===== src/lrgm_pkg.sv =====
// shared constants, command and status types of the resampler
package lrgm_pkg;

  localparam int FRAC_BITS   = 12;
  localparam int GAIN_BITS   = 12;
  localparam int PHASE_W     = 17;
  localparam int SAMPLE_W    = 16;
  localparam int DIFF_W      = SAMPLE_W + 1;
  localparam int RATE_W      = 16;
  localparam int GAIN_W      = 15;
  localparam int PAN_W       = 14;
  localparam int FACT_W      = GAIN_BITS + 1;
  localparam int ACC_W       = 19;
  localparam int MUL_A_W     = ACC_W;
  localparam int MUL_B_W     = 17;
  localparam int PROD_W      = MUL_A_W + MUL_B_W;
  localparam int MAX_RESULTS = 64;
  localparam int CNT_W       = $clog2(MAX_RESULTS);
  localparam int MIN_RATE    = 64;
  localparam int CFG_W       = 16;
  localparam int IDX_W       = 2;
  localparam int IN_DATA_W   = 2 * SAMPLE_W;
  localparam int OUT_DATA_W  = 2 * SAMPLE_W;

  localparam logic [PHASE_W-1:0] PHASE_UNIT = PHASE_W'(1 << FRAC_BITS);
  localparam logic [RATE_W-1:0]  RATE_MIN   = RATE_W'(MIN_RATE);
  localparam logic [RATE_W-1:0]  RATE_RST   = RATE_W'(4096);
  localparam logic [GAIN_W-1:0]  GAIN_RST   = GAIN_W'(4096);

  typedef enum logic [IDX_W-1:0] {
    REG_STEP_RATE   = 2'd0,
    REG_VOICE_GAIN  = 2'd1,
    REG_PAN         = 2'd2,
    REG_MASTER_GAIN = 2'd3
  } cfg_reg_e;

  typedef enum logic [3:0] {
    OP_NONE   = 4'd0,
    OP_LOAD   = 4'd1,
    OP_GAIN_L = 4'd2,
    OP_GAIN_R = 4'd3,
    OP_LERP_L = 4'd4,
    OP_LERP_R = 4'd5,
    OP_VG_L   = 4'd6,
    OP_VG_R   = 4'd7,
    OP_MG_L   = 4'd8,
    OP_MG_R   = 4'd9,
    OP_EMIT   = 4'd10,
    OP_FIN    = 4'd11
  } dp_op_e;

  typedef struct packed {
    dp_op_e op;
  } dp_cmd_t;

  typedef struct packed {
    logic phase_ge_unit;  // no output due at current phase
    logic last_out;       // word being emitted ends the run
    logic out_free;       // output register can take a word
  } dp_sts_t;

endpackage


===== src/lrgm_ctrl.sv =====
// sequencer that steps the shared multiplier through one frame
module lrgm_ctrl (
  input  logic              clk_i,
  input  logic              rst_ni,
  input  logic              in_valid_i,
  output logic              in_ready_o,
  input  lrgm_pkg::dp_sts_t sts_i,
  output lrgm_pkg::dp_cmd_t cmd_o
);
  import lrgm_pkg::*;

  typedef enum logic [10:0] {
    ST_IDLE   = 11'b000_0000_0001,
    ST_GAIN_L = 11'b000_0000_0010,
    ST_GAIN_R = 11'b000_0000_0100,
    ST_LERP_L = 11'b000_0000_1000,
    ST_LERP_R = 11'b000_0001_0000,
    ST_VG_L   = 11'b000_0010_0000,
    ST_VG_R   = 11'b000_0100_0000,
    ST_MG_L   = 11'b000_1000_0000,
    ST_MG_R   = 11'b001_0000_0000,
    ST_EMIT   = 11'b010_0000_0000,
    ST_FIN    = 11'b100_0000_0000
  } state_e;

  state_e state_q, state_d;

  always_comb begin
    state_d    = state_q;
    cmd_o.op   = OP_NONE;
    in_ready_o = 1'b0;
    case (state_q)
      ST_IDLE: begin
        in_ready_o = 1'b1;
        if (in_valid_i) begin
          cmd_o.op = OP_LOAD;
          state_d  = ST_GAIN_L;
        end
      end
      ST_GAIN_L: begin
        cmd_o.op = OP_GAIN_L;
        state_d  = ST_GAIN_R;
      end
      ST_GAIN_R: begin
        cmd_o.op = OP_GAIN_R;
        state_d  = sts_i.phase_ge_unit ? ST_FIN : ST_LERP_L;
      end
      ST_LERP_L: begin
        cmd_o.op = OP_LERP_L;
        state_d  = ST_LERP_R;
      end
      ST_LERP_R: begin
        cmd_o.op = OP_LERP_R;
        state_d  = ST_VG_L;
      end
      ST_VG_L: begin
        cmd_o.op = OP_VG_L;
        state_d  = ST_VG_R;
      end
      ST_VG_R: begin
        cmd_o.op = OP_VG_R;
        state_d  = ST_MG_L;
      end
      ST_MG_L: begin
        cmd_o.op = OP_MG_L;
        state_d  = ST_MG_R;
      end
      ST_MG_R: begin
        cmd_o.op = OP_MG_R;
        state_d  = ST_EMIT;
      end
      ST_EMIT: begin
        if (sts_i.out_free) begin
          cmd_o.op = OP_EMIT;
          state_d  = sts_i.last_out ? ST_FIN : ST_LERP_L;
        end
      end
      ST_FIN: begin
        cmd_o.op = OP_FIN;
        state_d  = ST_IDLE;
      end
      default: begin
        state_d = ST_IDLE;
      end
    endcase
  end

  always_ff @(posedge clk_i or negedge rst_ni) begin
    if (!rst_ni) begin
      state_q <= ST_IDLE;
    end else begin
      state_q <= state_d;
    end
  end

endmodule


===== src/lrgm_dp.sv =====
// datapath: config, phase, frame history, shared multiplier, output register
module lrgm_dp (
  input  logic                                clk_i,
  input  logic                                rst_ni,
  input  logic                                cfg_we_i,
  input  logic [lrgm_pkg::IDX_W-1:0]          cfg_idx_i,
  input  logic [lrgm_pkg::CFG_W-1:0]          cfg_data_i,
  input  logic signed [lrgm_pkg::SAMPLE_W-1:0] sample_left_i,
  input  logic signed [lrgm_pkg::SAMPLE_W-1:0] sample_right_i,
  input  logic                                restart_i,
  input  lrgm_pkg::dp_cmd_t                   cmd_i,
  output lrgm_pkg::dp_sts_t                   sts_o,
  input  logic                                out_ready_i,
  output logic                                out_valid_o,
  output logic signed [lrgm_pkg::SAMPLE_W-1:0] out_left_o,
  output logic signed [lrgm_pkg::SAMPLE_W-1:0] out_right_o,
  output logic                                out_last_o
);
  import lrgm_pkg::*;

  localparam logic signed [PAN_W-1:0]  PAN_ONE = PAN_W'(1 << GAIN_BITS);
  localparam logic signed [PAN_W-1:0]  PAN_NEG = -PAN_ONE;
  localparam logic signed [PROD_W-1:0] SAT_HI  = PROD_W'((1 << (SAMPLE_W - 1)) - 1);
  localparam logic signed [PROD_W-1:0] SAT_LO  = -(SAT_HI + PROD_W'(1));

  // configuration
  logic [RATE_W-1:0]       step_rate_q;
  logic [GAIN_W-1:0]       voice_gain_q;
  logic signed [PAN_W-1:0] pan_q;
  logic [GAIN_W-1:0]       master_gain_q;

  // running state
  logic [PHASE_W-1:0]         phase_q;
  logic [CNT_W-1:0]           cnt_q;
  logic signed [SAMPLE_W-1:0] prev_l_q, prev_r_q, cur_l_q, cur_r_q;
  logic [GAIN_W-1:0]          lg_q, rg_q;
  logic signed [ACC_W-1:0]    tmp_l_q, tmp_r_q;
  logic signed [SAMPLE_W-1:0] res_l_q, res_r_q;
  logic                       out_valid_q, out_last_q;
  logic signed [SAMPLE_W-1:0] out_l_q, out_r_q;

  logic [RATE_W-1:0]       rate_eff;
  logic                    unit_rate;
  logic signed [PAN_W-1:0] pan_c, fl_s, fr_s;
  logic [FACT_W-1:0]       fact_l, fact_r;
  logic [PHASE_W-1:0]      phase_next;
  logic signed [DIFF_W-1:0] diff_l, diff_r;
  logic signed [MUL_A_W-1:0] mul_a;
  logic signed [MUL_B_W-1:0] mul_b;
  logic signed [PROD_W-1:0]  prod, prod_g, prod_f;
  logic signed [SAMPLE_W-1:0] prev_sel;
  logic signed [ACC_W-1:0]    lerp_val;
  logic signed [SAMPLE_W-1:0] sat_val;

  always_ff @(posedge clk_i or negedge rst_ni) begin
    if (!rst_ni) begin
      step_rate_q   <= RATE_RST;
      voice_gain_q  <= GAIN_RST;
      pan_q         <= '0;
      master_gain_q <= GAIN_RST;
    end else if (cfg_we_i) begin
      case (cfg_idx_i)
        REG_STEP_RATE:   step_rate_q   <= cfg_data_i[RATE_W-1:0];
        REG_VOICE_GAIN:  voice_gain_q  <= cfg_data_i[GAIN_W-1:0];
        REG_PAN:         pan_q         <= cfg_data_i[PAN_W-1:0];
        REG_MASTER_GAIN: master_gain_q <= cfg_data_i[GAIN_W-1:0];
        default: ;
      endcase
    end
  end

  assign rate_eff   = (step_rate_q < RATE_MIN) ? RATE_MIN : step_rate_q;
  assign unit_rate  = (PHASE_W'(rate_eff) == PHASE_UNIT);
  assign phase_next = phase_q + PHASE_W'(rate_eff);

  // pan law, clamped to plus or minus one unit
  always_comb begin
    if (pan_q > PAN_ONE) begin
      pan_c = PAN_ONE;
    end else if (pan_q < PAN_NEG) begin
      pan_c = PAN_NEG;
    end else begin
      pan_c = pan_q;
    end
    fl_s   = PAN_ONE - pan_c;
    fr_s   = PAN_ONE + pan_c;
    fact_l = (pan_c <= 0) ? FACT_W'(1 << GAIN_BITS) : fl_s[FACT_W-1:0];
    fact_r = (pan_c >= 0) ? FACT_W'(1 << GAIN_BITS) : fr_s[FACT_W-1:0];
  end

  assign diff_l = {cur_l_q[SAMPLE_W-1], cur_l_q} - {prev_l_q[SAMPLE_W-1], prev_l_q};
  assign diff_r = {cur_r_q[SAMPLE_W-1], cur_r_q} - {prev_r_q[SAMPLE_W-1], prev_r_q};

  // operand select for the shared multiplier
  always_comb begin
    mul_a    = '0;
    mul_b    = '0;
    prev_sel = prev_l_q;
    case (cmd_i.op)
      OP_GAIN_L: begin
        mul_a = {{(MUL_A_W-GAIN_W){1'b0}}, voice_gain_q};
        mul_b = {{(MUL_B_W-FACT_W){1'b0}}, fact_l};
      end
      OP_GAIN_R: begin
        mul_a = {{(MUL_A_W-GAIN_W){1'b0}}, voice_gain_q};
        mul_b = {{(MUL_B_W-FACT_W){1'b0}}, fact_r};
      end
      OP_LERP_L: begin
        mul_a = {{(MUL_A_W-DIFF_W){diff_l[DIFF_W-1]}}, diff_l};
        mul_b = {{(MUL_B_W-FRAC_BITS){1'b0}}, phase_q[FRAC_BITS-1:0]};
      end
      OP_LERP_R: begin
        mul_a    = {{(MUL_A_W-DIFF_W){diff_r[DIFF_W-1]}}, diff_r};
        mul_b    = {{(MUL_B_W-FRAC_BITS){1'b0}}, phase_q[FRAC_BITS-1:0]};
        prev_sel = prev_r_q;
      end
      OP_VG_L: begin
        mul_a = tmp_l_q;
        mul_b = {{(MUL_B_W-GAIN_W){1'b0}}, lg_q};
      end
      OP_VG_R: begin
        mul_a = tmp_r_q;
        mul_b = {{(MUL_B_W-GAIN_W){1'b0}}, rg_q};
      end
      OP_MG_L: begin
        mul_a = tmp_l_q;
        mul_b = {{(MUL_B_W-GAIN_W){1'b0}}, master_gain_q};
      end
      OP_MG_R: begin
        mul_a = tmp_r_q;
        mul_b = {{(MUL_B_W-GAIN_W){1'b0}}, master_gain_q};
      end
      default: ;
    endcase
  end

  assign prod   = mul_a * mul_b;
  assign prod_g = prod >>> GAIN_BITS;
  assign prod_f = prod >>> FRAC_BITS;

  always_comb begin
    if (unit_rate) begin
      lerp_val = {{(ACC_W-SAMPLE_W){prev_sel[SAMPLE_W-1]}}, prev_sel};
    end else begin
      lerp_val = {{(ACC_W-SAMPLE_W){prev_sel[SAMPLE_W-1]}}, prev_sel} + prod_f[ACC_W-1:0];
    end
    if (prod_g > SAT_HI) begin
      sat_val = SAT_HI[SAMPLE_W-1:0];
    end else if (prod_g < SAT_LO) begin
      sat_val = SAT_LO[SAMPLE_W-1:0];
    end else begin
      sat_val = prod_g[SAMPLE_W-1:0];
    end
  end

  assign sts_o.phase_ge_unit = (phase_q >= PHASE_UNIT);
  assign sts_o.last_out      = (phase_next >= PHASE_UNIT) || (cnt_q == CNT_W'(MAX_RESULTS - 1));
  assign sts_o.out_free      = !out_valid_q || out_ready_i;

  // phase and frame history
  always_ff @(posedge clk_i or negedge rst_ni) begin
    if (!rst_ni) begin
      phase_q  <= '0;
      cnt_q    <= '0;
      prev_l_q <= '0;
      prev_r_q <= '0;
    end else begin
      case (cmd_i.op)
        OP_LOAD: begin
          cnt_q <= '0;
          if (restart_i) begin
            phase_q  <= '0;
            prev_l_q <= '0;
            prev_r_q <= '0;
          end
        end
        OP_EMIT: begin
          phase_q <= phase_next;
          cnt_q   <= cnt_q + CNT_W'(1);
        end
        OP_FIN: begin
          phase_q  <= (phase_q >= PHASE_UNIT) ? phase_q - PHASE_UNIT : '0;
          prev_l_q <= cur_l_q;
          prev_r_q <= cur_r_q;
        end
        default: ;
      endcase
    end
  end

  // working registers, no reset needed
  always_ff @(posedge clk_i) begin
    case (cmd_i.op)
      OP_LOAD: begin
        cur_l_q <= sample_left_i;
        cur_r_q <= sample_right_i;
      end
      OP_GAIN_L: lg_q    <= prod_g[GAIN_W-1:0];
      OP_GAIN_R: rg_q    <= prod_g[GAIN_W-1:0];
      OP_LERP_L: tmp_l_q <= lerp_val;
      OP_LERP_R: tmp_r_q <= lerp_val;
      OP_VG_L:   tmp_l_q <= prod_g[ACC_W-1:0];
      OP_VG_R:   tmp_r_q <= prod_g[ACC_W-1:0];
      OP_MG_L:   res_l_q <= sat_val;
      OP_MG_R:   res_r_q <= sat_val;
      OP_EMIT: begin
        out_l_q    <= res_l_q;
        out_r_q    <= res_r_q;
        out_last_q <= sts_o.last_out;
      end
      default: ;
    endcase
  end

  always_ff @(posedge clk_i or negedge rst_ni) begin
    if (!rst_ni) begin
      out_valid_q <= 1'b0;
    end else if (cmd_i.op == OP_EMIT) begin
      out_valid_q <= 1'b1;
    end else if (out_ready_i) begin
      out_valid_q <= 1'b0;
    end
  end

  assign out_valid_o = out_valid_q;
  assign out_left_o  = out_l_q;
  assign out_right_o = out_r_q;
  assign out_last_o  = out_last_q;

endmodule


===== src/lerp_resample_gain_mix_core.sv =====
// top level of the linear-interpolation stereo resampler with pan and gains
// sequence per source frame: accept, two gain products, then for each output word
//   two interpolation, two voice-gain and two master-gain products and an emit step
//   that waits while the output register is full, then a wrap-up step
// the single shared multiplier sets the pace: six products per output word
// reset: async active low; config returns to defaults, phase and history clear
module lerp_resample_gain_mix_core (
  input  logic                                 clk_i,
  input  logic                                 rst_ni,
  // config write port
  input  logic                                 cfg_we_i,
  input  logic [lrgm_pkg::IDX_W-1:0]           cfg_idx_i,
  input  logic [lrgm_pkg::CFG_W-1:0]           cfg_data_i,
  // source frames
  input  logic                                 s_axis_tvalid,
  output logic                                 s_axis_tready,
  input  logic [lrgm_pkg::IN_DATA_W-1:0]       s_axis_tdata,  // sample_left, sample_right
  input  logic                                 s_axis_tuser,  // restart
  // mixed output frames
  output logic                                 m_axis_tvalid,
  input  logic                                 m_axis_tready,
  output logic [lrgm_pkg::OUT_DATA_W-1:0]      m_axis_tdata,  // out_left, out_right
  output logic                                 m_axis_tlast   // last_of_run
);
  import lrgm_pkg::*;

  dp_cmd_t cmd;
  dp_sts_t sts;
  logic signed [SAMPLE_W-1:0] out_left, out_right;

  // sequencer: one frame at a time, ready only while idle
  lrgm_ctrl u_ctrl (
    .clk_i      (clk_i),
    .rst_ni     (rst_ni),
    .in_valid_i (s_axis_tvalid),
    .in_ready_o (s_axis_tready),
    .sts_i      (sts),
    .cmd_o      (cmd)
  );

  // datapath with its own output register, so the next frame can be
  // taken while the last word of a run still waits downstream
  lrgm_dp u_dp (
    .clk_i          (clk_i),
    .rst_ni         (rst_ni),
    .cfg_we_i       (cfg_we_i),
    .cfg_idx_i      (cfg_idx_i),
    .cfg_data_i     (cfg_data_i),
    .sample_left_i  (s_axis_tdata[SAMPLE_W-1:0]),
    .sample_right_i (s_axis_tdata[2*SAMPLE_W-1:SAMPLE_W]),
    .restart_i      (s_axis_tuser),
    .cmd_i          (cmd),
    .sts_o          (sts),
    .out_ready_i    (m_axis_tready),
    .out_valid_o    (m_axis_tvalid),
    .out_left_o     (out_left),
    .out_right_o    (out_right),
    .out_last_o     (m_axis_tlast)
  );

  // left in the low half, right in the high half
  assign m_axis_tdata = {out_right, out_left};

endmodule


===== config.mk =====
export PLATFORM = sky130hd
export DESIGN_NAME = lerp_resample_gain_mix_core
export DESIGN_NICKNAME = d
export VERILOG_FILES = /design/src/lrgm_pkg.sv /design/src/lrgm_ctrl.sv /design/src/lrgm_dp.sv /design/src/lerp_resample_gain_mix_core.sv
export SDC_FILE = /design/constraint.sdc
export NUM_CORES = 1
export LEC_CHECK = 0
export BUFFER_PORTS_ARGS = -buffer_cell sky130_fd_sc_hd__buf_4
export CORE_MARGIN = 2
export CORE_UTILIZATION = 50
export CTS_CLUSTER_SIZE = 40
export DETAILED_ROUTE_END_ITERATION = 10
export GPL_TIMING_DRIVEN = 0
export PLACE_DENSITY = 0.67
export SYNTH_ARGS = -nofsm -noshare
export SYNTH_HDL_FRONTEND = slang
export SYNTH_HIERARCHICAL = 1
export SYNTH_SLANG_ARGS = --single-unit

===== constraint.sdc =====
create_clock -name clk_i -period 22.2 [get_ports clk_i]
set_input_delay 1.11 -clock clk_i [delete_from_list [all_inputs] [get_ports clk_i]]
set_output_delay 1.11 -clock clk_i [all_outputs]
set_load 0.01 [all_outputs]

After elaboration in Yosys (flattened, before gate mapping)
Index checks and enable logic that the tools add are counted.
- register bits: 292
- bits in latches: 0
- memory bits (writable): 0
- ROM bits: 0
- input bits: 56
- output and inout port bits: 35
- word-level logic and storage cells: 122
- memories kept: 0
- add/sub/neg operators: 8
- multiply operators: 1
- divide/modulo/power cells: 0
- $lt $le $gt $ge: 9
- equal/unequal tests: 30
- shifts and indexed selects: 0
- muxes and demuxes: 31
- bitwise gates (word level): 0
- reduce and logical (&&, ||, !) cells: 22
- operator list (kind ; number):
    11-bit one-hot mux with 10 select lines ; 1
    19-bit one-hot mux with 5 select lines ; 1
    15-bit one-hot mux with 6 select lines ; 1
    16-bit 2-to-1 mux ; 5
    19-bit one-hot mux with 2 select lines ; 2
    16-bit one-hot mux with 2 select lines ; 2
    17-bit one-hot mux with 3 select lines ; 1
    11-bit 2-to-1 mux ; 4
    4-bit one-hot mux with 11 select lines ; 1
    19-bit by 16-bit multiplier with 35-bit output ; 1
    17-bit by 13-bit greater-or-equal comparator with 1-bit output, second input constant ; 2
    17-bit 2-to-1 mux ; 2
    16-bit by 16-bit subtractor with 17-bit output ; 2
    14-bit 2-to-1 mux ; 2
    13-bit 2-to-1 mux ; 2
    23-bit by 16-bit greater-than comparator with 1-bit output, second input constant ; 1
    23-bit by 16-bit < comparator with 1-bit output, second input constant ; 1
    19-bit adder ; 1
    19-bit 2-to-1 mux ; 1
    17-bit by 16-bit adder with 17-bit output ; 1
    17-bit by 13-bit subtractor with 17-bit output, second input constant ; 1
    16-bit by 13-bit equality test with 1-bit output, second input constant ; 1
    4-bit by 3-bit equality test with 1-bit output, second input constant ; 4
    4-bit equality test, second input constant ; 4
    other kinds (35) ; 57

Logic depth before layout (Yosys ltp)
Gate-level depths: netlist of run 1.
- depth after elaboration: 11
- depth in mapped cells: 49
- depth with buffers taken out: 47

Hierarchy
Netlist of run 1, hierarchy kept.
- by module, submodules not included (module ; instances ; cells an instance ; area each (µm²) ; seq. area each (µm²)):
    lrgm_dp ; 1 ; 2568 ; 25595.8 ; 7861.3
    lrgm_ctrl ; 1 ; 92 ; 833.3 ; 276.5

Least setup slack after synthesis of run 1
No wires, ideal clock.
- path kind: input to register
- start point: in m_axis_tready
- end point: reg u_dp.tmp_l_q[14] (data pin)
- setup time: 0.260 ns
- data arrival time: 11.513 ns
- required time: 21.940 ns
- path slack: 10.427 ns
- stages on the path: 47
- buffers on the path: 3
- cells stage by stage: nand2b_1 > nor2b_1 > mux2i_1 > nor3_1 > or3_1 > buf_2 > and4bb_1 > and2_0 > clkbuf_1 > a21oi_1 > nor2_1 > a211oi_1 > clkbuf_1 > nor2_1 > fa_1 > inv_1 > fa_1 > inv_1 > (+11 left out) > a31oi_2 > xnor2_1 > ha_1 > inv_1 > fa_1 > nor2b_1 > o21ai_0 > a21boi_0 > o21ai_0 > nand2_1 > a31oi_1 > nor4b_1 > a2111oi_4 > o21a_2 > a211o_1 > xor2_1 > o21ai_1 > mux2_2
- RTL lines (what ; RTL line ; text):
    start: declaration ; lerp_resample_gain_mix_core.sv:21 ; input logic m_axis_tready,
    end signal: assignment ; lrgm_dp.sv:200 ; OP_LERP_L: tmp_l_q <= lerp_val;
    end signal: assignment ; lrgm_dp.sv:202 ; OP_VG_L: tmp_l_q <= prod_g[ACC_W-1:0];
    end: declaration ; lrgm_dp.sv:37 ; logic signed [ACC_W-1:0] tmp_l_q, tmp_r_q;

==> results of run 1 <==
-- cell usage in the layout (no fill, tap or decap), types with 91 or more instances in the layout --
cell type and n:
o21ai_0 131, clkbuf_1 91, nand2_1 225, edfxtp_1 165, dfrtp_1 123, nor2_1 211, buf_4 93, inv_1 424
fa_1 288, a21oi_1 138, ha_1 154
-- power by group through the flow --
stage,logic (W),clock network [W],registers [W]
after floorplan,0.000362,0,0.000679
after global placement,0.000537,0,0.000695
after detailed placement,0.000562,0,0.000696
after CTS,0.000566,0.000525,0.000685
after global routing,0.000630,0.000552,0.000690
final,0.000584,0.000514,0.000685
-- final cells by class --
class / instances / area share (%)
clock inverters: 22 / 0.7355
repair buffers: 106 / 3.036
plain buffers: 112 / 1.582
well taps: 688 / 2.942
flip-flops and latches: 292 / 27.81
clock buffers: 34 / 2.758
multi-input cells: 1831 / 55.68
inverters: 425 / 5.452
-- routing by layer --
layer / routed length [µm] / up-vias / GRT usage, %
li1: - / 9240 / -
met1: 33110 / 10140 / 41.45
met2: 34370 / 894 / 44.66
met3: 6745 / 135 / 5.022
met4: 2813 / 0 / 9.078
met5: 0 / - / 0
-- worst max-delay path: cells and delay by family (launching register included) --
family	cells	cell delay (ns)
XOR/XNOR	1	0.92
AND/OR/NAND/NOR	16	4.53
flip-flops	1	0.48
multiplexers	1	0.35
adder cells (fa/ha/maj)	9	4.07
buffers and inverters	9	1.82
AO/OA/AOI/OAI	11	2.44
-- through the flow --
stage	util, %	hold WS (ns)	total power, W	worst slack, ns
2_1_floorplan	-	0.4003	0.001041	10.43
3_3_place_gp	53.32	0.4051	0.001232	6.930
3_5_place_dp	53.79	0.4045	0.001258	7.546
4_1_cts	55.74	0.4135	0.001777	7.794
5_1_grt	55.79	0.4164	0.001872	6.757
6_report	55.79	0.4126	0.001784	7.369
-- cell usage after synthesis (all sizes together), types with 7 or more instances --
cell and n:
and2 16, buf 22, o31ai 21, ha 154, a22o 38, nor3 41, o211ai 7, or3 14
nor2b 29, nand3 28, a21oi 139, o21ai 144, a221o 8, a211oi 9, dfrtp 123, edfxtp 165
clkbuf 90, inv 425, a22oi 24, nand2b 26, a21o 35, nor3b 8, xor2 27, nor4 12
a2111oi 7, mux2i 27, a21boi 16, nand2 227, or2 12, nand4 9, xnor2 40, o21a 12
and3 19, a31oi 17, mux2 67, o221ai 8, a221oi 10, nor2 212, fa 288
-- state kept, by name, indices dropped and copies added, names as in the netlist, 15 cells and up --
signal and cells:
u_dp/tmp_l_q 19, u_dp/tmp_r_q 19, u_dp/phase_q 17, u_dp/cur_l_q 16, u_dp/cur_r_q 16, u_dp/out_left_o 16
u_dp/out_right_o 16, u_dp/prev_l_q 16, u_dp/prev_r_q 16, u_dp/res_l_q 16, u_dp/res_r_q 16, u_dp/step_rate_q 16
u_dp/lg_q 15, u_dp/master_gain_q 15, u_dp/rg_q 15, u_dp/voice_gain_q 15
-- logic make-up after synthesis --
group	Yosys count
AO/OA/AOI/OAI	552
XOR/XNOR	67
adder cells (fa/ha/maj)	442
buffers and inverters	537
flip-flops	292
multiplexers	94
AND/OR/NAND/NOR	676
-- worst max path at each step --
stage / start / endpoint / slack [ns]
2_1_floorplan: m_axis_tready / u_dp/tmp_l_q[14] / 10.43
3_3_place_gp: m_axis_tready / u_dp/tmp_l_q[14] / 6.93
3_5_place_dp: m_axis_tready / u_dp/tmp_r_q[16] / 7.55
4_1_cts: u_ctrl/state_q[1] / u_dp/tmp_r_q[16] / 7.79
5_1_grt: u_ctrl/state_q[1] / u_dp/tmp_l_q[16] / 6.76
6_report: u_ctrl/state_q[1] / u_dp/tmp_r_q[16] / 7.37
==> results by group, run 1 <==
Status
  • Status: complete, no violations

Logic synthesis
  • Post-Syn Instances: approximately 2,700
  • Cells taking the most area after synthesis: fa_1 22%, edfxtp_1 19%, dfrtp_1 12%, ha_1 7.3%, inv_1 6.0%
  • Syn_area_per_cell: between 9 and 10 µm²
  • Xor/xnor share of the synthesized area: 2.249%
  • Syn. warnings: 6
  • Mux contribution to synthesized area: around 3.9%
  • FF+latch count, synth: a little under 300
  • EDFF count, synth: between 150 and 200
  • Seq/Total Area, Yosys: a little under a third
  • Post-synthesis simple-gate area fraction: 12.09%
  • Netlist Area Pre-Place: roughly 26,000 µm²
  • FFs w/ async S/R, synth: 43.49%
  • Main flop type after synthesis: edfxtp_1
  • Post-Synth Adder-Cell Area: 29.11%
  • Main combinational cell family by area after synthesis: adder cells
  • Largest area contributor in the netlist: fa_1
  • Syn Nets: roughly 3,200
  • Synth Area in Compound Gates: between 10% and 20%
  • Post-synth top area share: 21.82%
  • Netlist cell types: 100

Clocking
  • Clock Tree Buf Depth: 3
  • Post_cts resized: 0
  • CTS root buf: clkbuf_16
  • Clock Sinks: between 200 and 300
  • CTS Buf Count: 30
  • CTS tree: built
  • CTS hold repair buffers: 0
  • Clk_lat worst skew: 0.59 ns
  • Clk pin slew, worst setup/hold paths: 0.07 ns
  • Post-CTS Repair Setup Buffers: 0
  • H-tree Lvls: 1

Placed design
  • GPL Wtd Cong: 0.9329
  • PortBufs: 90
  • Hpwl dp: 61.95 mm
  • Placed Area: 28,210 µm²
  • Dpl cells: 3,453

Global route
  • Vias in the first global route: around 20,000
  • Initial antenna violation count: 0
  • Global-route wire length before repair: 118.7 mm
  • Largest net degree at the start of global routing: 97
  • Total grt overflow: 0
  • Total track usage: 28.84%

Timing
  • Fin. Hold Viols: 0
  • Part of the cycle the worst path needs: 66.80%
  • Setup TNS: 0 ns
  • Worst slew pin tran: 1.497 ns
  • # setup viols final: 0
  • Max-slew violations: 0
  • Final Critical Period: 14.83 ns
  • Max Fclk: 67.43 MHz
  • RSZ-0062 raised after global routing: false
  • Clock Skew: 0.02183 ns
  • Slew headroom: 0.1792%

Die
  • Placement Rows: 84
  • Die width: 233.9 µm
  • Die area: 54,710 µm²
  • Initial Util: approximately half
  • Die Y: 233.9 µm
  • Core area: 52,450 µm²
  • Num ports: 91

Setup path
  • R2r startpoint: u_ctrl/state_q[1]
  • CP most frequent cell: fa_1
  • CP required: 22.61 ns
  • CP arrival: between 15 and 20 ns
  • Reg2Reg Setup Slack: 7.37 ns
  • Crit path max fanout: 10
  • Crit path largest cell delay: roughly 1.1 ns
  • CP startpoint kind: flop
  • Worst Setup Path Type: reg -> reg
  • CP endpoint kind: flop
  • CP max-delay cell: nor3b_1
  • R2r endpoint: u_dp/tmp_r_q[16]
  • Worst r2r path cells: 47

Routing
  • First-pass DRT Iterations: 7
  • Vias: 20,410
  • Number of remaining DRC errors: 0
  • Routed len/inst: approximately 22 µm
  • Starting DRT DRC Count: 2,056
  • Routed wire length: between 70 and 80 mm
  • Vias per std cell: 5.814
  • Post-route ant nets: 0

Power
  • Worst vdd ir: 0.06115 mV
  • Power Density: slightly above 60 nW/µm²
  • Clock power share: 28.8%
  • Lkg Pwr: about 13 nW
  • P_int: roughly 0.0011 W
  • P_sw: 0.0006573 W
  • Net Sw Frac: 36.84%
  • Comb pwr share: 32.8%
  • Sequential power share: between 30% and 40%

Final layout
  • # diodes: 0
  • Fillers: 4,535
  • Non-Filler Instances: 3,510
  • Register Area: 8138 µm²
  • Synthesis-to-finish area growth: 10.71%
  • Area of the multi-input gates: 16,290 µm²
  • Nets: 3,296
  • Layout cells sized above 1: 10.42%
  • Cell area after layout: 29,260 µm²

Hold path
  • Hold Path Class: in -> async

Run
  • Total of max-cap violations: 0
Note: power is estimated with default switching activity, not from simulation.
==> inputs of run 2 (changes only) <==
--- a/config.mk
+++ b/config.mk
@@ -5,13 +5,14 @@
 export SDC_FILE = /design/constraint.sdc
 export NUM_CORES = 1
 export LEC_CHECK = 0
+export ABC_AREA = 1
 export BUFFER_PORTS_ARGS = -buffer_cell sky130_fd_sc_hd__buf_4
 export CORE_MARGIN = 2
 export CORE_UTILIZATION = 50
 export CTS_CLUSTER_SIZE = 40
 export DETAILED_ROUTE_END_ITERATION = 10
 export GPL_TIMING_DRIVEN = 0
-export PLACE_DENSITY = 0.67
+export PLACE_DENSITY = 0.7
 export SYNTH_ARGS = -nofsm -noshare
 export SYNTH_HDL_FRONTEND = slang
 export SYNTH_HIERARCHICAL = 1
==> constraint.sdc (replaced) <==
create_clock -name clk_i -period 12.1 [get_ports clk_i]
set_input_delay 0.605 -clock clk_i [delete_from_list [all_inputs] [get_ports clk_i]]
set_output_delay 0.605 -clock clk_i [all_outputs]
set_load 0.01 [all_outputs]
==> run 2 against run 1 <==
Sequential power is 82% higher; non-clock buffer count is 31 lower; clock power is 92% higher; global-route usage is 2.5 points lower; via count is 3.5% higher; core utilization is 0.47 points higher; die area is 0.11% higher; final area is 0.85% higher; worst setup slack worse by 6.6 ns; fmax is 31% higher; area after synthesis is 0.11% higher; sequential share of layout area is 0.23 points lower.
==> results by group, run 2 <==
Timing
  • Clock Skew: 0.03023 ns (+0.008397 ns)
  • Fin. Hold Viols: 0 (unchanged)
  • Worst slew pin tran: 1.189 ns (-0.3079 ns)
  • Max Fclk: 88.63 MHz (+31%)
  • Slew headroom: 19.98% (+20 points)
  • Final Critical Period: 11.28 ns (-3.548 ns)
  • Setup TNS: 0 ns (unchanged)
  • Part of the cycle the worst path needs: 93.25% (+26 points)
  • Max-slew violations: 0 (unchanged)
  • # setup viols final: 0 (unchanged)

Routing
  • Met3 Wirelength: 5.400 mm (-20%)
  • Routed len/inst: 17.57 µm (-20%)
  • Post-route ant nets: 0 (unchanged)
  • Routed wire length: 70.03 mm (-9.1%)
  • Metal-1 WL: 31.02 mm (-6.3%)
  • Starting DRT DRC Count: 1,758 (-14%)
  • WL met2: 31.25 mm (-9.1%)
  • Vias: 21,130 (+3.5%)
  • Number of remaining DRC errors: 0 (unchanged)
  • First-pass DRT Iterations: 6 (-1)
  • Max layer used: met4
  • Vias per std cell: 5.300 (-8.8%)

Logic synthesis
  • Cells taking the most area after synthesis: fa_1 22%, edfxtp_1 19%, dfrtp_1 12%, nand2_1 9.7%, inv_1 9.1%
  • Largest area contributor in the netlist: fa_1
  • EDFF count, synth: 165 (unchanged)
  • Post-Synth Adder-Cell Area: 29.07% (-0.033 points)
  • Netlist Area Pre-Place: 26,460 µm² (+0.11%)
  • Post-Syn Instances: 3,137 (+18%)
  • Main flop type after synthesis: edfxtp_1
  • FFs w/ async S/R, synth: 43.49% (unchanged)
  • Most instantiated library cell after synthesis: nand2_1
  • Main combinational cell family by area after synthesis: adder cells
  • Syn Nets: 3,635 (+15%)
  • Post-synthesis simple-gate area fraction: 18.88% (+6.8 points)
  • Syn. warnings: 6 (unchanged)
  • Synth Area in Compound Gates: 8.914% (-5.2 points)
  • Syn_area_per_cell: 8.435 µm² (-15%)
  • Post-synth top area share: 21.79% (-0.025 points)
  • FF+latch count, synth: 292 (unchanged)
  • Seq/Total Area, Yosys: 30.76% (-0.035 points)
  • Xor/xnor share of the synthesized area: 1.655% (-0.59 points)
  • Mux contribution to synthesized area: 0.08039% (-3.8 points)
  • Netlist cell types: 66 (-34%)
  • Synth cell count leaders: 682 x nand2_1, 642 x inv_1, 312 x nor2_1

Setup path
  • CP startpoint kind: flop
  • CP max-delay cell: fa_1
  • Worst r2r path cells: 56 (+19%)
  • Crit path from: u_dp/prev_l_q[0]
  • CP arrival: 11.59 ns (-3.65 ns)
  • Worst Setup Path Type: reg -> reg
  • CP endpoint kind: flop
  • R2r endpoint: u_dp/tmp_l_q[15]
  • CP most frequent cell: nand2_1
  • Crit path largest cell delay: 0.55 ns (-0.59 ns)
  • CP required: 12.41 ns (-10.20 ns)
  • Crit path max fanout: 10 (unchanged)
  • Worst Setup EP: u_dp/tmp_l_q[15]
  • R2r startpoint: u_dp/prev_l_q[0]
  • Reg2Reg Setup Slack: 0.82 ns (-6.55 ns)

Power
  • Power Density: 109.6 nW/µm² (+80%)
  • Sequential power share: 38.6% (+0.2 points)
  • Net Sw Frac: 35.72% (-1.1 points)
  • Power Total: 0.003233 W (+81%)
  • Lkg Pwr: 14.37 nW (+11%)
  • P_sw: 0.001155 W (+76%)
  • Clock power share: 30.5% (+1.7 points)
  • Comb pwr share: 30.9% (-1.9 points)
  • Worst vdd ir: 0.1306 mV (+110%)
  • P_int: 0.002078 W (+84%)

Placed design
  • Dpl cells: 3,922 (+14%)
  • Placed Area: 28,130 µm² (-0.28%)
  • PortBufs: 90 (unchanged)
  • GPL Wtd Cong: 0.9575 (+2.6%)
  • Hpwl dp: 56.76 mm (-8.4%)

Clocking
  • CTS root buf: clkbuf_16
  • CTS tree: built
  • Clk_lat worst skew: 0.59 ns (about the same)
  • H-tree Lvls: 1 (unchanged)
  • CTS Buf Count: 29 (-3.3%)
  • Clock Tree Buf Depth: 3 (unchanged)
  • Clock Sinks: 292 (unchanged)
  • Clk pin slew, worst setup/hold paths: 0.06 ns (about the same)

Global route
  • Initial antenna violation count: 0 (unchanged)
  • Total grt overflow: 0 (unchanged)
  • Largest net degree at the start of global routing: 96 (-1.0%)
  • Vias in the first global route: 20,270 (+0.94%)
  • Total track usage: 26.35% (-2.5 points)
  • Global-route wire length before repair: 111.0 mm (-6.5%)

Final layout
  • Synthesis-to-finish area growth: 11.52%
  • Non-Filler Instances: 3,986 (+14%)
  • Final core occ: 56.26% (+0.47 points)
  • # diodes: 0 (unchanged)
  • Nets: 3,773 (+14%)
  • Most frequent cells in the layout: 681 x nand2_1, 639 x inv_1, 301 x nor2_1
  • Regs by FF count: u_dp/tmp_l_q: 19 flops, u_dp/tmp_r_q: 19 flops, u_dp/phase_q: 17 flops
  • Commonest non-fill, non-tap cell in the layout: nand2_1
  • Layout cells sized above 1: 8.763% (-1.7 points)
  • Fillers: 4,748 (+4.7%)
  • Cell area after layout: 29,510 µm² (+0.85%)

Run
  • Total of max-cap violations: 0 (unchanged)

Hold path
  • Hold Path Class: in -> reg
  • Worst Hold Depth: 1

Die
  • Die width: 234.0 µm (about the same)
  • Core area: 52,450 µm² (unchanged)
  • Die area: 54,770 µm² (+0.11%)
  • Placement Rows: 84 (unchanged)
  • Num ports: 91 (unchanged)
  • Initial Util: 50.45% (+0.057 points)
  • Die Y: 234.0 µm (about the same)

Status
  • Status: complete, no violations
-- run 2: changes by cell type after synthesis, moves of 29 or more --
| cell | before | now |
|---|---|---|
| a21o_1 | 35 | 5 |
| o21ai_0 | 132 | 200 |
| inv_1 | 424 | 642 |
| nand2_1 | 225 | 682 |
| nor2b_1 | 29 | 0 |
| a21oi_1 | 138 | 98 |
| nand3_1 | 28 | 85 |
| nor2_1 | 212 | 312 |
| mux2_2 | 65 | 1 |
-- run 2: kinds of logic after synthesis --
| group | Yosys count |
|---|---|
| adder cells (fa/ha/maj) | 442 |
| flip-flops | 292 |
| multiplexers | 2 |
| AO/OA/AOI/OAI | 411 |
| buffers and inverters | 741 |
| AND/OR/NAND/NOR | 1202 |
| XOR/XNOR | 47 |
-- run 2: layout make-up --
class	instances	area, µm²	share of cell area, %
multi-input cells	2105	15730	53.29
flip-flops and latches	292	8138	27.58
inverters	660	2491	8.442
repair buffers	112	907.1	3.074
well taps	688	860.8	2.917
clock buffers	38	810.8	2.748
plain buffers	75	337.8	1.145
clock inverters	16	237.7	0.8056
-- run 2: metrics by stage --
step	hold slack, ns	worst slack (ns)
2_1_floorplan	0.3094	2.137
3_3_place_gp	0.4021	-1.880
3_5_place_dp	0.4045	-0.8325
4_1_cts	0.1917	0.04432
5_1_grt	0.1848	-0.01048
6_report	0.2090	0.8171
-- run 2: per-layer routing --
metal	up-vias	global-route usage, %
met5	-	0
met4	0	7.278
met3	126	3.417
met2	712	41.38
met1	10200	38.53
li1	10090	-
-- run 2: worst min-delay path by stage --
stage | from | to | slack (ns)
2_1_floorplan | rst_ni | u_ctrl/state_q[10] | 0.31
6_report | s_axis_tdata[21] | u_dp/cur_r_q[5] | 0.21
4_1_cts | s_axis_tdata[24] | u_dp/cur_r_q[8] | 0.19
5_1_grt | s_axis_tdata[6] | u_dp/cur_l_q[6] | 0.18
3_5_place_dp | u_dp/res_l_q[12] | u_dp/out_left_o[12] | 0.40
3_3_place_gp | u_dp/res_l_q[0] | u_dp/out_left_o[0] | 0.40
-- run 2: power groups by stage --
stage | Clock [W] | Sequential [W] | Combinational [W]
finish | 0.000987 | 0.00125 | 0.000998
global route | 0.00105 | 0.00126 | 0.00110
CTS | 0.00100 | 0.00125 | 0.000959
detailed placement | 0 | 0.00127 | 0.000949
global placement | 0 | 0.00127 | 0.000915
floorplan | 0 | 0.00125 | 0.000636
-- run 2: worst max-delay path, delay by kind of cell, from the launching register on --
kind / cells / cell delay (ns)
fa+ha+maj: 10 / 4.37
compound gates: 16 / 2.77
simple gates: 20 / 2.22
buf+inv: 8 / 0.67
xor+xnor: 2 / 0.62
flops: 1 / 0.38
-- run 2: timing repair --
action	in CTS	in global routing
setup buffers	1	13
pin swaps	1	5
resized for setup	13	59
hold buffers	1	0
endpoints found under the hold margin	32	0
setup endpoints to repair	22	22
gates cloned	0	1
==> inputs of run 3 (changes only) <==
--- a/config.mk
+++ b/config.mk
@@ -8,11 +8,11 @@
 export ABC_AREA = 1
 export BUFFER_PORTS_ARGS = -buffer_cell sky130_fd_sc_hd__buf_4
 export CORE_MARGIN = 2
-export CORE_UTILIZATION = 50
+export CORE_UTILIZATION = 65
 export CTS_CLUSTER_SIZE = 40
 export DETAILED_ROUTE_END_ITERATION = 10
 export GPL_TIMING_DRIVEN = 0
-export PLACE_DENSITY = 0.7
+export PLACE_DENSITY = 0.84
 export SYNTH_ARGS = -nofsm -noshare
 export SYNTH_HDL_FRONTEND = slang
 export SYNTH_HIERARCHICAL = 1
==> constraint.sdc (replaced) <==
create_clock -name clk_i -period 14.14 [get_ports clk_i]
set_input_delay 0.707 -clock clk_i [delete_from_list [all_inputs] [get_ports clk_i]]
set_output_delay 0.707 -clock clk_i [all_outputs]
set_load 0.01 [all_outputs]
==> run 3 against run 2 <==
Wire length rose by 7.0%; core utilization rose by 16 points; worst setup slack improved by 0.12 ns; critical path type unchanged; largest power group unchanged.
==> results by group, run 3 (synthesis results as in run 2) <==
Status
  • Status: complete, no violations

Setup path
  • CP startpoint kind: flop
  • CP required: 14.44 ns (+2.03 ns)
  • Crit path largest cell delay: 0.80 ns (+0.25 ns)
  • Crit path max fanout: 17 (+7)
  • Worst Setup Path Type: reg -> reg
  • CP endpoint kind: flop
  • CP most frequent cell: nand2_1
  • CP arrival: 13.50 ns (+1.91 ns)
  • CP max-delay cell: nor2_2

Global route
  • Vias in the first global route: 22,120 (+9.1%)
  • Global-route wire length before repair: 118.3 mm (+6.5%)
  • Total track usage: 36.82% (+10 points)
  • Largest net degree at the start of global routing: 99 (+3.1%)
  • Initial antenna violation count: 0 (unchanged)
  • Total grt overflow: 0 (unchanged)

Placed design
  • Hpwl dp: 60.68 mm (+6.9%)
  • PortBufs: 90 (unchanged)
  • GPL Wtd Cong: 0.9792 (+2.3%)

Power
  • Worst vdd ir: 0.1305 mV (about the same)
  • Lkg Pwr: 14.18 nW (-1.3%)
  • Power Density: 95.83 nW/µm² (-13%)

Routing
  • Post-route ant nets: 0 (unchanged)
  • Starting DRT DRC Count: 2,094 (+19%)
  • First-pass DRT Iterations: 6 (unchanged)
  • Routed len/inst: 19.66 µm (+12%)
  • Vias: 22,140 (+4.8%)
  • Vias per std cell: 5.808 (+9.6%)
  • Number of remaining DRC errors: 0 (unchanged)
  • Routed wire length: 74.94 mm (+7.0%)

Clocking
  • Clock Sinks: 292 (unchanged)
  • CTS root buf: clkbuf_16
  • Clock Tree Buf Depth: 3 (unchanged)
  • Clk_lat worst skew: 0.59 ns (about the same)
  • Clk pin slew, worst setup/hold paths: 0.06 ns (about the same)
  • CTS Buf Count: 29 (unchanged)
  • CTS tree: built
  • H-tree Lvls: 1 (unchanged)

Timing
  • Part of the cycle the worst path needs: 93.38% (+0.14 points)
  • Setup TNS: 0 ns (unchanged)
  • Worst slew pin tran: 1.427 ns (+0.2379 ns)
  • Clock Skew: 0.02698 ns (-0.003242 ns)
  • Final Critical Period: 13.20 ns (+1.922 ns)
  • Max Fclk: 75.73 MHz (-15%)
  • Max-slew violations: 0 (unchanged)
  • RSZ-0062 raised after global routing: false
  • # setup viols final: 0 (unchanged)
  • Fin. Hold Viols: 0 (unchanged)
  • Fin Hold WS: 0.01743 ns (-0.1916 ns)
  • Slew headroom: 3.974% (-16 points)

Final layout
  • Area of the multi-input gates: 15,530 µm² (-1.2%)
  • Most frequent cells in the layout: 682 x nand2_1, 642 x inv_1, 309 x nor2_1
  • Fillers: 3,005 (-37%)
  • Commonest non-fill, non-tap cell in the layout: nand2_1
  • Regs by FF count: u_dp/tmp_l_q: 19 flops, u_dp/tmp_r_q: 19 flops, u_dp/phase_q: 17 flops
  • Layout cells sized above 1: 7.030% (-1.7 points)
  • Synthesis-to-finish area growth: 9.533%
  • Register Area: 8138 µm² (unchanged)
  • Nets: 3,761 (-0.32%)

Die
  • Die width: 205.8 µm (-12%)
  • Placement Rows: 73 (-13%)
  • Die area: 42,340 µm² (-23%)
  • Die Y: 205.8 µm (-12%)
  • Num ports: 91 (unchanged)
  • Core area: 39,910 µm² (-24%)
  • Initial Util: 66.29% (+16 points)

Run
  • Total of max-cap violations: 0 (unchanged)

Hold path
  • Hold Path Class: in -> async
[run 3: worst paths after layout]
| path | startpoint | to | slack [ns] | depth (start not counted) |
|---|---|---|---|---|
| hold / removal | rst_ni | u_dp/prev_r_q[2] | 0.02 | 1 |
| setup / recovery | u_ctrl/state_q[0] | u_dp/tmp_r_q[15] | 0.94 | 51 |
| hold reg to reg | u_dp/res_r_q[3] | u_dp/out_right_o[3] | 0.41 | 0 |
| setup reg to reg | u_ctrl/state_q[0] | u_dp/tmp_r_q[15] | 0.94 | 51 |
| max in group asynchronous | rst_ni | u_dp/step_rate_q[12] | 13.32 | 2 |
| min in group clk_i | s_axis_tdata[12] | u_dp/cur_l_q[12] | 0.31 | 1 |
[run 3: power by group]
| group | total [W] | internal (W) | switching [W] |
|---|---|---|---|
| Combinational | 0.000848 | 0.000244 | 0.000605 |
| Clock | 0.000861 | 0.000516 | 0.000346 |
| Sequential | 0.00107 | 0.00102 | 0.0000512 |
| Total | 0.00278 | 0.00178 | 0.00100 |
[run 3: metal layers]
| metal | vias up | wire length, µm | GRT usage, % |
|---|---|---|---|
| met5 | - | 0 | 0 |
| met4 | 0 | 3554 | 14.88 |
| met3 | 202 | 7593 | 6.715 |
| met2 | 1129 | 33840 | 57.52 |
| met1 | 10770 | 29960 | 51.25 |
| li1 | 10040 | - | - |
[run 3: metrics by stage]
| step | instance area (µm²) | util, % | setup slack, ns | instances | total power, W |
|---|---|---|---|---|---|
| floorplan | 26460 | - | 4.136 | 3137 | 0.001610 |
| global placement | 27790 | 69.63 | 0.4293 | 3752 | 0.001854 |
| detailed placement | 27910 | 69.91 | 1.009 | 3757 | 0.001895 |
| CTS | 28970 | 72.58 | 0.9655 | 3811 | 0.002758 |
| global route | 28980 | 72.60 | 0.2996 | 3811 | 0.002906 |
| finish | 28980 | 72.61 | 0.9354 | 3812 | 0.002777 |
[run 3: worst max-delay path: cells and delay by family, from the launching register on]
family                   cells  cell delay, ns
AO/OA/AOI/OAI               10            2.49
adder cells (fa/ha/maj)      8            3.82
XOR/XNOR                     1            0.52
AND/OR/NAND/NOR             24            4.08
flip-flops                   1            0.56
buffers and inverters        8            1.44
[run 3: timing repair]
action | CTS | global route
gates resized for setup | 0 | 1
hold buffers | 0 | 0
buffers inserted | 0 | 0
endpoints found under the setup margin | 0 | 2
[run 3: layout make-up]
type | count | share of cell area (%)
plain buffers | 81 | 1.161
clock buffers | 34 | 2.603
repair buffers | 95 | 2.655
multi-input cells | 2104 | 53.59
diodes | 1 | 0.008634
clock inverters | 20 | 1.075
inverters | 660 | 8.557
flip-flops and latches | 292 | 28.08
well taps | 525 | 2.267
